## config.mk

```make
export PLATFORM = sky130hd
export DESIGN_NAME = runs_up_down_randomness_test_top
export DESIGN_NICKNAME = d
export VERILOG_FILES = /design/src/sv/rutd_pkg.sv /design/src/sv/rutd_front.sv /design/src/sv/rutd_fifo.sv /design/src/sv/rutd_verdict.sv /design/src/sv/runs_up_down_randomness_test_top.sv
export VERILOG_INCLUDE_DIRS = /design/src /design/src/sv
export SDC_FILE = /design/constraint.sdc
export NUM_CORES = 2
export LEC_CHECK = 0
export BUFFER_PORTS_ARGS = -buffer_cell sky130_fd_sc_hd__buf_2
export CAP_MARGIN = 25
export CORE_MARGIN = 4
export CORE_UTILIZATION = 46
export DETAILED_ROUTE_END_ITERATION = 8
export GPL_TIMING_DRIVEN = 0
export PLACE_DENSITY_LB_ADDON = 0.12
export SYNTH_ARGS = -nofsm -noshare
export SYNTH_HDL_FRONTEND = slang
export SYNTH_SLANG_ARGS = --single-unit
export TNS_END_PERCENT = 30
```

## constraint.sdc

```tcl
create_clock -name clk_i -period 17.73 [get_ports clk_i]
set_clock_uncertainty 0.15 [all_clocks]
set_input_delay 0.8865 -clock clk_i [delete_from_list [all_inputs] [get_ports clk_i]]
set_output_delay 0.8865 -clock clk_i [all_outputs]
set_load 0.03 [all_outputs]
```

## src/sv/assert_macros.svh

```systemverilog
// Assertion helpers shared by the RTL. Empty in synthesis builds.
`ifndef ASSERT_MACROS_SVH
`define ASSERT_MACROS_SVH

`ifndef SYNTHESIS

// Check on every clock edge outside reset.
`define RUTD_ASSERT(name, clk, rst_n, prop, msg) \
  name: assert property (@(posedge clk) disable iff (!rst_n) prop) else $error(msg);

// Check on every clock edge, reset included.
`define RUTD_ASSERT_ALWAYS(name, clk, prop, msg) \
  name: assert property (@(posedge clk) prop) else $error(msg);

`else

`define RUTD_ASSERT(name, clk, rst_n, prop, msg)
`define RUTD_ASSERT_ALWAYS(name, clk, prop, msg)

`endif

`endif

```

## src/sv/rutd_pkg.sv

```systemverilog
`timescale 1ns / 1ps
package rutd_pkg;

  localparam int unsigned SAMPLE_W = 32;
  localparam int unsigned COUNT_W  = 24;

  // Verdict arithmetic: 100000*d^2 <= 38416*t is scaled down by 16 to
  // 6250*d^2 <= 2401*t with t = 16N-29.
  localparam int unsigned DIFF_W = COUNT_W + 3;  // 3R - 2N + 1, two's complement
  localparam int unsigned MAG_W  = 20;           // |d| at or above 2^20 always rejects
  localparam int unsigned T_W    = COUNT_W + 4;  // 16N - 29
  localparam int unsigned K_L_W  = 13;
  localparam int unsigned K_R_W  = 12;
  localparam int unsigned P1_W   = MAG_W + K_L_W;
  localparam int unsigned RHS_W  = T_W + K_R_W;
  localparam int unsigned LHS_W  = P1_W + MAG_W;

  localparam logic [K_L_W-1:0] LHS_K   = K_L_W'(6250);
  localparam logic [K_R_W-1:0] RHS_K   = K_R_W'(2401);
  localparam logic [T_W-1:0]   T_BIAS  = T_W'(29);

  typedef logic [SAMPLE_W-1:0] sample_t;
  typedef logic [COUNT_W-1:0]  count_t;

  typedef struct packed {
    sample_t sample;
    logic    last;
  } in_item_t;

  typedef struct packed {
    count_t run_count;
    count_t value_count;
    logic   accepted;
    logic   too_few;
  } out_item_t;

  // Totals of one finished sequence, handed from front to back.
  typedef struct packed {
    count_t runs;
    count_t values;
  } tally_t;

  typedef enum logic [4:0] {
    S_IDLE = 5'b00001,
    S_DIFF = 5'b00010,
    S_MUL1 = 5'b00100,
    S_MUL2 = 5'b01000,
    S_CMP  = 5'b10000
  } verdict_state_e;

  function automatic count_t sat_inc(input count_t v);
    return (&v) ? v : v + count_t'(1);
  endfunction

endpackage

```

## src/sv/rutd_front.sv

```systemverilog
`timescale 1ns / 1ps
module rutd_front (
  input  logic               clk_i,
  input  logic               rst_ni,
  input  logic               in_valid_i,
  input  rutd_pkg::in_item_t in_i,
  output logic               in_stall_o,
  output logic               push_o,
  output rutd_pkg::tally_t   push_data_o,
  input  logic               full_i
);
  import rutd_pkg::*;

  sample_t prev_q, prev_d;
  logic    have_prev_q, have_prev_d;
  logic    have_dir_q, have_dir_d;
  logic    last_dir_q, last_dir_d;
  count_t  runs_q, runs_d;
  count_t  vals_q, vals_d;

  logic   take;
  logic   up;
  logic   turn;
  count_t runs_nxt;
  count_t vals_nxt;

  assign in_stall_o = full_i;
  assign take       = in_valid_i & ~full_i;

  always_comb begin
    // equal samples count as up
    up       = (prev_q <= in_i.sample);
    turn     = have_prev_q & (~have_dir_q | (up != last_dir_q));
    runs_nxt = turn ? sat_inc(runs_q) : runs_q;
    vals_nxt = sat_inc(vals_q);

    push_o             = take & in_i.last;
    push_data_o.runs   = runs_nxt;
    push_data_o.values = vals_nxt;

    prev_d      = prev_q;
    have_prev_d = have_prev_q;
    have_dir_d  = have_dir_q;
    last_dir_d  = last_dir_q;
    runs_d      = runs_q;
    vals_d      = vals_q;
    if (take) begin
      if (in_i.last) begin
        // start a fresh sequence
        prev_d      = '0;
        have_prev_d = 1'b0;
        have_dir_d  = 1'b0;
        last_dir_d  = 1'b0;
        runs_d      = '0;
        vals_d      = '0;
      end else begin
        prev_d      = in_i.sample;
        have_prev_d = 1'b1;
        have_dir_d  = have_dir_q | have_prev_q;
        last_dir_d  = have_prev_q ? up : last_dir_q;
        runs_d      = runs_nxt;
        vals_d      = vals_nxt;
      end
    end
  end

  always_ff @(posedge clk_i or negedge rst_ni) begin
    if (!rst_ni) begin
      prev_q      <= '0;
      have_prev_q <= 1'b0;
      have_dir_q  <= 1'b0;
      last_dir_q  <= 1'b0;
      runs_q      <= '0;
      vals_q      <= '0;
    end else begin
      prev_q      <= prev_d;
      have_prev_q <= have_prev_d;
      have_dir_q  <= have_dir_d;
      last_dir_q  <= last_dir_d;
      runs_q      <= runs_d;
      vals_q      <= vals_d;
    end
  end

endmodule

```

## src/sv/rutd_fifo.sv

```systemverilog
`timescale 1ns / 1ps
`include "assert_macros.svh"
module rutd_fifo #(
  parameter int unsigned DEPTH = 2
) (
  input  logic             clk_i,
  input  logic             rst_ni,
  input  logic             push_i,
  input  rutd_pkg::tally_t push_data_i,
  output logic             full_o,
  input  logic             pop_i,
  output rutd_pkg::tally_t head_o,
  output logic             empty_o
);
  import rutd_pkg::*;

  localparam int unsigned PTR_W = (DEPTH > 1) ? $clog2(DEPTH) : 1;
  localparam int unsigned CNT_W = $clog2(DEPTH + 1);

  tally_t             mem_q [DEPTH];
  logic [PTR_W-1:0]   wr_ptr_q, wr_ptr_d;
  logic [PTR_W-1:0]   rd_ptr_q, rd_ptr_d;
  logic [CNT_W-1:0]   cnt_q, cnt_d;

  assign full_o  = (cnt_q == CNT_W'(DEPTH));
  assign empty_o = (cnt_q == '0);
  assign head_o  = mem_q[rd_ptr_q];

  always_comb begin
    wr_ptr_d = wr_ptr_q;
    rd_ptr_d = rd_ptr_q;
    cnt_d    = cnt_q;
    if (push_i) begin
      wr_ptr_d = (wr_ptr_q == PTR_W'(DEPTH - 1)) ? '0 : wr_ptr_q + PTR_W'(1);
    end
    if (pop_i) begin
      rd_ptr_d = (rd_ptr_q == PTR_W'(DEPTH - 1)) ? '0 : rd_ptr_q + PTR_W'(1);
    end
    case ({push_i, pop_i})
      2'b10:   cnt_d = cnt_q + CNT_W'(1);
      2'b01:   cnt_d = cnt_q - CNT_W'(1);
      default: cnt_d = cnt_q;
    endcase
  end

  always_ff @(posedge clk_i or negedge rst_ni) begin
    if (!rst_ni) begin
      wr_ptr_q <= '0;
      rd_ptr_q <= '0;
      cnt_q    <= '0;
    end else begin
      wr_ptr_q <= wr_ptr_d;
      rd_ptr_q <= rd_ptr_d;
      cnt_q    <= cnt_d;
    end
  end

  always_ff @(posedge clk_i) begin
    if (push_i) begin
      mem_q[wr_ptr_q] <= push_data_i;
    end
  end

  `RUTD_ASSERT(a_no_push_full, clk_i, rst_ni, push_i |-> !full_o, "push into full queue")
  `RUTD_ASSERT(a_no_pop_empty, clk_i, rst_ni, pop_i |-> !empty_o, "pop from empty queue")
  `RUTD_ASSERT(a_cnt_bound, clk_i, rst_ni, cnt_q <= CNT_W'(DEPTH), "queue count overrun")

endmodule

```

## src/sv/rutd_verdict.sv

```systemverilog
`timescale 1ns / 1ps
`include "assert_macros.svh"
module rutd_verdict (
  input  logic                clk_i,
  input  logic                rst_ni,
  input  logic                empty_i,
  input  rutd_pkg::tally_t    head_i,
  output logic                pop_o,
  output logic                out_valid_o,
  output rutd_pkg::out_item_t out_o,
  input  logic                out_stall_i
);
  import rutd_pkg::*;

  verdict_state_e state_q, state_d;

  count_t            r_q, r_d;
  count_t            n_q, n_d;
  logic [MAG_W-1:0]  mag_q, mag_d;
  logic              far_q, far_d;
  logic [T_W-1:0]    t_q, t_d;
  logic [P1_W-1:0]   p1_q, p1_d;
  logic [RHS_W-1:0]  rhs_q, rhs_d;
  logic [LHS_W-1:0]  lhs_q, lhs_d;

  logic              out_valid_q, out_valid_d;
  out_item_t         out_q, out_d;

  logic [DIFF_W-1:0] diff;
  logic [DIFF_W-1:0] mag_full;
  logic              out_free;
  logic              few;

  assign pop_o       = (state_q == S_IDLE) & ~empty_i;
  assign out_valid_o = out_valid_q;
  assign out_o       = out_q;
  assign out_free    = ~out_valid_q | ~out_stall_i;
  assign few         = (n_q[COUNT_W-1:1] == '0);

  always_comb begin
    // d = 3R - 2N + 1, sign in the top bit
    diff     = {3'b000, r_q} + {2'b00, r_q, 1'b0} + DIFF_W'(1) - {2'b00, n_q, 1'b0};
    mag_full = diff[DIFF_W-1] ? (~diff + DIFF_W'(1)) : diff;

    state_d     = state_q;
    r_d         = r_q;
    n_d         = n_q;
    mag_d       = mag_q;
    far_d       = far_q;
    t_d         = t_q;
    p1_d        = p1_q;
    rhs_d       = rhs_q;
    lhs_d       = lhs_q;
    out_valid_d = out_valid_q;
    out_d       = out_q;

    if (out_valid_q && !out_stall_i) begin
      out_valid_d = 1'b0;
    end

    case (state_q)
      S_IDLE: begin
        if (!empty_i) begin
          r_d     = head_i.runs;
          n_d     = head_i.values;
          state_d = S_DIFF;
        end
      end
      S_DIFF: begin
        mag_d   = mag_full[MAG_W-1:0];
        far_d   = |mag_full[DIFF_W-1:MAG_W];
        t_d     = {n_q, 4'b0000} - T_BIAS;
        state_d = S_MUL1;
      end
      S_MUL1: begin
        p1_d    = P1_W'(mag_q) * P1_W'(LHS_K);
        rhs_d   = RHS_W'(t_q) * RHS_W'(RHS_K);
        state_d = S_MUL2;
      end
      S_MUL2: begin
        lhs_d   = LHS_W'(p1_q) * LHS_W'(mag_q);
        state_d = S_CMP;
      end
      S_CMP: begin
        // hold until the output register frees up
        if (out_free) begin
          out_valid_d       = 1'b1;
          out_d.run_count   = r_q;
          out_d.value_count = n_q;
          out_d.too_few     = few;
          out_d.accepted    = ~few & ~far_q & (lhs_q <= LHS_W'(rhs_q));
          state_d           = S_IDLE;
        end
      end
      default: begin
        state_d = S_IDLE;
      end
    endcase
  end

  always_ff @(posedge clk_i or negedge rst_ni) begin
    if (!rst_ni) begin
      state_q     <= S_IDLE;
      out_valid_q <= 1'b0;
    end else begin
      state_q     <= state_d;
      out_valid_q <= out_valid_d;
    end
  end

  always_ff @(posedge clk_i) begin
    r_q   <= r_d;
    n_q   <= n_d;
    mag_q <= mag_d;
    far_q <= far_d;
    t_q   <= t_d;
    p1_q  <= p1_d;
    rhs_q <= rhs_d;
    lhs_q <= lhs_d;
    out_q <= out_d;
  end

  `RUTD_ASSERT(a_out_from_cmp, clk_i, rst_ni, $rose(out_valid_q) |-> $past(state_q == S_CMP), "result without compare")
  `RUTD_ASSERT(a_few_rejects, clk_i, rst_ni, out_valid_q |-> !(out_q.too_few && out_q.accepted), "too_few result accepted")
  `RUTD_ASSERT(a_diff_to_mul, clk_i, rst_ni, (state_q == S_DIFF) |=> (state_q == S_MUL1), "pipeline step skipped")

endmodule

```

## src/sv/runs_up_down_randomness_test_top.sv

```systemverilog
// Channel  | valid        | stall        | payload (rutd_pkg)
// ---------+--------------+--------------+--------------------------------------
// in       | in_valid_i   | in_stall_o   | in_i  : in_item_t  {sample, last}
// out      | out_valid_o  | out_stall_i  | out_o : out_item_t {run_count,
//          |              |              |   value_count, accepted, too_few}
//
// Cycles: one sample request per cycle; stall rises only when the tally queue
//   holds QUEUE_DEPTH finished sequences still waiting for a verdict.
// The verdict unit steps through each sequence (pop, difference, two multiply
//   steps, compare) and pops no new one until compare is done.
// A result goes from the request marked last through the queue and the verdict
//   steps into the output register; it is taken while out_stall_i is low.
// Reset: asynchronous, active low; clears the run state, the queue and the
//   output valid flag.
// Output stall holds the result register; the verdict unit waits in compare.
`timescale 1ns / 1ps
module runs_up_down_randomness_test_top #(
  parameter int unsigned QUEUE_DEPTH = 2
) (
  input  logic                clk_i,
  input  logic                rst_ni,
  input  logic                in_valid_i,
  input  rutd_pkg::in_item_t  in_i,
  output logic                in_stall_o,
  output logic                out_valid_o,
  output rutd_pkg::out_item_t out_o,
  input  logic                out_stall_i
);
  import rutd_pkg::*;

  // front -> queue: totals of each finished sequence
  logic   push;
  tally_t push_data;
  logic   full;

  // queue -> verdict unit
  logic   pop;
  tally_t head;
  logic   empty;

  // Track direction changes and count runs and values, one sample a cycle unless the queue is full.
  rutd_front u_front (
    .clk_i       (clk_i),
    .rst_ni      (rst_ni),
    .in_valid_i  (in_valid_i),
    .in_i        (in_i),
    .in_stall_o  (in_stall_o),
    .push_o      (push),
    .push_data_o (push_data),
    .full_i      (full)
  );

  // Decouple the per-sample front from the multi-cycle verdict.
  rutd_fifo #(
    .DEPTH (QUEUE_DEPTH)
  ) u_fifo (
    .clk_i       (clk_i),
    .rst_ni      (rst_ni),
    .push_i      (push),
    .push_data_i (push_data),
    .full_o      (full),
    .pop_i       (pop),
    .head_o      (head),
    .empty_o     (empty)
  );

  // Evaluate 6250*(3R-2N+1)^2 <= 2401*(16N-29) and drive the result register.
  rutd_verdict u_verdict (
    .clk_i       (clk_i),
    .rst_ni      (rst_ni),
    .empty_i     (empty),
    .head_i      (head),
    .pop_o       (pop),
    .out_valid_o (out_valid_o),
    .out_o       (out_o),
    .out_stall_i (out_stall_i)
  );

endmodule
```

-- After elaboration in Yosys (flattened, before gate mapping)
Memories as Yosys holds them, arrays and structs flattened. A register that Yosys moved wholly into a read port is not among the register bits.
Cells that the tools add are included.
Widths: inputs -> output; s select.
- reduce and logical (&&, ||, !) cells: 13
- eq/ne operators: 11
- $mul: 3
- $lt $le $gt $ge: 2
- bitwise logic cells: 17
- add/sub/neg operators: 11
- mux-type cells: 22
- operators by type and width (kind ; count):
    $mux 24 ; 5
    $add 27x1->27 const B ; 2
    $le 53x40->1 ; 1
    $mul 32x20->52 ; 1
    $add 24x1->24 const B ; 2
    $reduce_and 24->1 ; 2
    $mul 28x12->40 const B ; 1
    $le 32x32->1 ; 1
    $mul 20x12->32 const B ; 1
    $mux 32 ; 1
    $sub 28x5->28 const B ; 1
    $mux 27 ; 1
    $not 27->27 ; 1
    $sub 27x25->27 ; 1
    $add 24x25->26 ; 1
    $pmux 5 s5 ; 1
    $logic_not 23->1 ; 1
    $mux 1 ; 11
    $mux 5 ; 2
    $reduce_and 2->1 ; 4
    $not 1->1 ; 7
    $reduce_or 7->1 ; 1
    $and 1x1->1 ; 6
    $eq 5x1->1 const B ; 1
    18 further kinds ; 23
- word-level logic and storage cells: 101
- bits in registers: 316
- output and inout port bits: 52
- bits of input ports: 37
- memories: 1
- bits in writable memories: 96
- memory list (memory ; words ; width ; rd ports ; clocked after Yosys merged registers in ; wr ports ; line ; RTL):
    u_fifo.mem_q ; 2 ; 48 ; 1 ; 1 ; 1 ; rutd_fifo.sv:20 ; tally_t mem_q [DEPTH];

-- Logic depth before layout (Yosys ltp)
- word-level depth: 7
- depth in mapped cells: 28
- gate-level depth less buffers: 27

-- By module
Synthesis repeated with hierarchy kept, for this count alone.
- cells, all modules: 4932
- area, all modules: 50448.4 um^2
- by module, submodules not included (module ; area each (um^2) ; cells an instance ; seq. area each (um^2) ; instances):
    rutd_verdict ; 41031.9 ; 4114 ; 8018.9 ; 1
    rutd_front ; 5723.0 ; 653 ; 2077.0 ; 1
    rutd_fifo ; 3693.5 ; 165 ; 2982.9 ; 1

-- Worst setup path after synthesis
No wires, ideal clock.
- path kind: register -> register
- from: register u_verdict.mag_q[10]
- to: register u_verdict.lhs_q[47], data pin
- setup slack: 10394 ps
- data arrival time: 6921 ps
- data required time: 17315 ps
- stages on the path, launching flop included: 25
- buffers on the path: 1
- clock period less this slack: 7336 ps
- setup time: 265 ps
- cell sequence: edfxtp_1 > clkbuf_1 > and2_1 > fa_1 > inv_1 > fa_1 > fa_1 > fa_1 > inv_1 > fa_1 > fa_1 > inv_1 > fa_1 > inv_1 > ha_1 > and3_1 > nand4_1 > or4_1 > a31oi_1 > o31ai_1 > o21a_1 > o311ai_4 > a21boi_1 > o21ai_0 > xor2_1
- longest elaborated chain between the ends: 1
- ends and longest elaborated chain (element ; line ; RTL):
    start, declared ; rutd_verdict.sv:19 ; logic [MAG_W-1:0] mag_q, mag_d;
    start signal, assigned ; rutd_verdict.sv:114 ; mag_q <= mag_d;
    $mul 32x20->52 ; rutd_verdict.sv:81 ; lhs_d = LHS_W'(p1_q) * LHS_W'(mag_q);
    end signal, assigned ; rutd_verdict.sv:119 ; lhs_q <= lhs_d;
    end, declared ; rutd_verdict.sv:24 ; logic [LHS_W-1:0] lhs_q, lhs_d;
Every way passes these cells.
A chain may end at the register's enable or synchronous reset.

-- Worst setup path after layout
- from: register u_verdict.mag_q[10]
- to: register u_verdict.lhs_q[52], data pin
Same word-level chain as after synthesis.

==> results.cfg <==
[cts]
clk_pin_slew_worst_paths_ns = 0.06
postCtsSetupBuffers = 0
htreeDepth = 2
ctsResizeCount = 0
cts_tree = done
root_buffer = clkbuf_16
cts_hold_buf = 0
clk_path_buf_depth = 3
clk-insertion-delay-late_ns = 0.65
cts.sinks = 451
cts_made_buffers = 50

[place]
dp_hpwl_um = 111000
gp_congestion = 0.921
port_buffers = 87
dp_slack_ns = 7.96

[synthesis]
yosys_register_bits = 451
yosys-mux-area-fraction_pct = 1.59
ys.flop_type = edfxtp_1
yosys.area.top_type = fa_1
syn_nets = 6210
synth_top_family_by_area = adder cells
ys_seq_area_share_pct = 25.8
ys_top_cells_by_count = 922 x inv_1, 656 x fa_1, 563 x ha_1
synth-simple-area-share_pct = 12.6
yosysUniqueCellTypes = 88
syn_avg_cell_area_um2 = 10.2
netlist_area_mm2 = 0.0506
async_reset_ff_share_pct = 20.6
synth_compound_area_share_pct = 7.89
synth.most_common_cell = inv_1
syn-instance-count = 4954
synthAdderAreaFrac_pct = 39.9
synth_xor_xnor_area_share_pct = 3.91
synth_area_leaders = fa_1 26%, edfxtp_1 21%, ha_1 14%
synth_edf_count = 358
yosysWarnings = 0
yosysTopAreaCellShare_pct = 25.9

[detailed_routing]
post-route-drc-count = 0
routedWlPerCell_um = 21.0
vias = 34819
drt-total-wl_um = 138000
initialDrtViolationCount = 2166
viasPerCell = 5.30
drtPass1Iterations = 5
antenna_left = 0

[global_route]
grt_pass1_vias = 36630
grt_antenna_before_repair = 6
grt-ovfl-total = 0
grt_max_degree = 64
grt_pass1_wl_um = 216000
track_usage_pct = 24.3

[die]
start_util_pct = 46.4
dieWidth_um = 340
die-area_mm2 = 0.115
core_area_mm2 = 0.109
pin_count = 89
fp.dieH_um = 340
rows = 121

[setup_path]
cp.required_ns = 17.95
r2r_slack_ns = 7.97
worst-setup-path-type = reg2reg
critPathLaunchType = register
crit_arrival_ns = 9.98
crit_path_end_kind = register
r2r_end = u_verdict.lhs_q[52]
rr_startpoint = u_verdict.mag_q[10]
cp_max_fo = 10
rr_worst_depth = 24

[timing]
period_minus_slack_ns = 9.76
tightest_slew_ns = 1.12
fin_ws_ns = 7.97
post-route-period-util_pct = 55.0
hold_ws_ns = 0.0341
grt_setup_unrepaired = no
fin_setup_tns_ns = 0
drv_slew = 0
slew_headroom_pct = 25.3
hold_viol_final = 0
fmax_mhz = 102
setup_viol = 0

[final_layout]
final_nets = 6370
drive_gt1_share_pct = 5.61
utilization_pct = 50.4
antenna_cells = 0
area_growth_pct = 8.53

[job]
maxCapViolations = 0

[status]
status = completed

[min_path]
worstHoldPathType = in2async
routing by layer:
| metal | track usage, % | part of all wire, % | vias up |
|---|---|---|---|
| li1 | - | - | 16400 |
| met1 | 31.0 | 41 | 17270 |
| met2 | 42.3 | 49 | 897 |
| met3 | 2.99 | 5.3 | 248 |
| met4 | 9.36 | 4.5 | 4 |
| met5 | 0 | 0.017 | - |
critical path, cell delays in order, from the launching register on:
cell and delay, ns:
edfxtp_1 0.91, clkbuf_1 0.86, and2_1 0.28, fa_1 0.39
inv_1 0.09, fa_1 0.41, fa_1 0.52, inv_1 0.05
ha_1 0.31, fa_1 0.52, fa_1 0.56, inv_1 0.08
fa_1 0.55, inv_1 0.05, ha_1 0.38, a21oi_1 0.29
nand2_1 0.09, a211oi_1 0.32, o21ai_0 0.30, o311a_1 0.43
o21ai_0 0.73, a21oi_1 0.22, o21ai_0 0.64, mux2i_1 0.26
nand4_1 0.10
final cells by class:
class                      count  area (µm²)
buffer                       187         722
clock buffer                  55        1270
fill                       10157       54100
sequential                   451       13100
tap                         1414        1770
multi-input combinational   3393       33400
clock inverter                39         483
inverter                     923        3460
timing repair buffer         108         753
how the worst max path moves through the flow:
stage | start | to | slack (ns) | depth (start not counted)
finish | u_verdict.mag_q[10] | u_verdict.lhs_q[52] | 7.97 | 24
CTS | u_verdict.mag_q[4] | u_verdict.lhs_q[52] | 7.90 | 24
global placement | u_verdict.mag_q[10] | u_verdict.lhs_q[52] | 7.90 | 24
detailed placement | u_verdict.mag_q[4] | u_verdict.lhs_q[52] | 7.96 | 24
floorplan | u_verdict.mag_q[10] | u_verdict.lhs_q[47] | 10.39 | 24
global route | u_verdict.mag_q[4] | u_verdict.lhs_q[52] | 7.62 | 24
flip-flops by register name, summed over array words and instances (netlist names), 2 cells and up:
name and flops:
u_fifo.mem_q 96, u_verdict.lhs_q 51, u_verdict.out_o 50, u_verdict.rhs_q 36, u_front.prev_q 32, u_verdict.p1_q 32
u_front.runs_q 24, u_front.vals_q 24, u_verdict.n_q 24, u_verdict.r_q 24, u_verdict.t_q 24, u_verdict.mag_q 20
u_verdict.state_q 5, u_fifo.cnt_q 2
layout by cell type (no fill, tap or decap), drive strengths merged, types with 7 or more instances in the layout:
| cell | n |
|---|---|
| inv | 924 |
| fa | 656 |
| ha | 563 |
| nand2 | 507 |
| edfxtp | 358 |
| and2 | 313 |
| clkbuf | 221 |
| xnor2 | 158 |
| a21oi | 155 |
| nor2 | 130 |
| buf | 129 |
| o21ai | 107 |
| a21o | 97 |
| dfrtp | 92 |
| xor2 | 68 |
| nor3 | 63 |
| nand3 | 55 |
| mux2 | 53 |
| nand4 | 46 |
| o31ai | 43 |
| and3 | 33 |
| o21a | 31 |
| nand2b | 25 |
| nor2b | 25 |
| clkinv | 24 |
| mux2i | 21 |
| or3 | 21 |
| o21bai | 18 |
| a211oi | 18 |
| a22o | 16 |
| a21boi | 15 |
| a31oi | 12 |
| o211ai | 11 |
| nor4 | 11 |
| and4 | 10 |
| bufinv | 8 |
| nor3b | 8 |
| nand3b | 7 |
| nand4b | 7 |
cells by family after synthesis:
| group | count (synthesis) |
|---|---|
| AND/OR/NAND/NOR | 1279 |
| flip-flops | 451 |
| AO/OA/AOI/OAI | 595 |
| multiplexers | 74 |
| XOR/XNOR | 226 |
| buffers and inverters | 1110 |
| adder cells (fa/ha/maj) | 1219 |
per-stage QoR:
stage / std cells / instance area (µm²)
global placement: 6455 / 52800
CTS: 6570 / 54900
floorplan: 4954 / 50600
detailed placement: 6476 / 53200
global route: 6570 / 54900
finish: 6570 / 54900
Power is not shown: default switching activity piles up to over one toggle a cycle in this logic, so the estimate is an artifact.
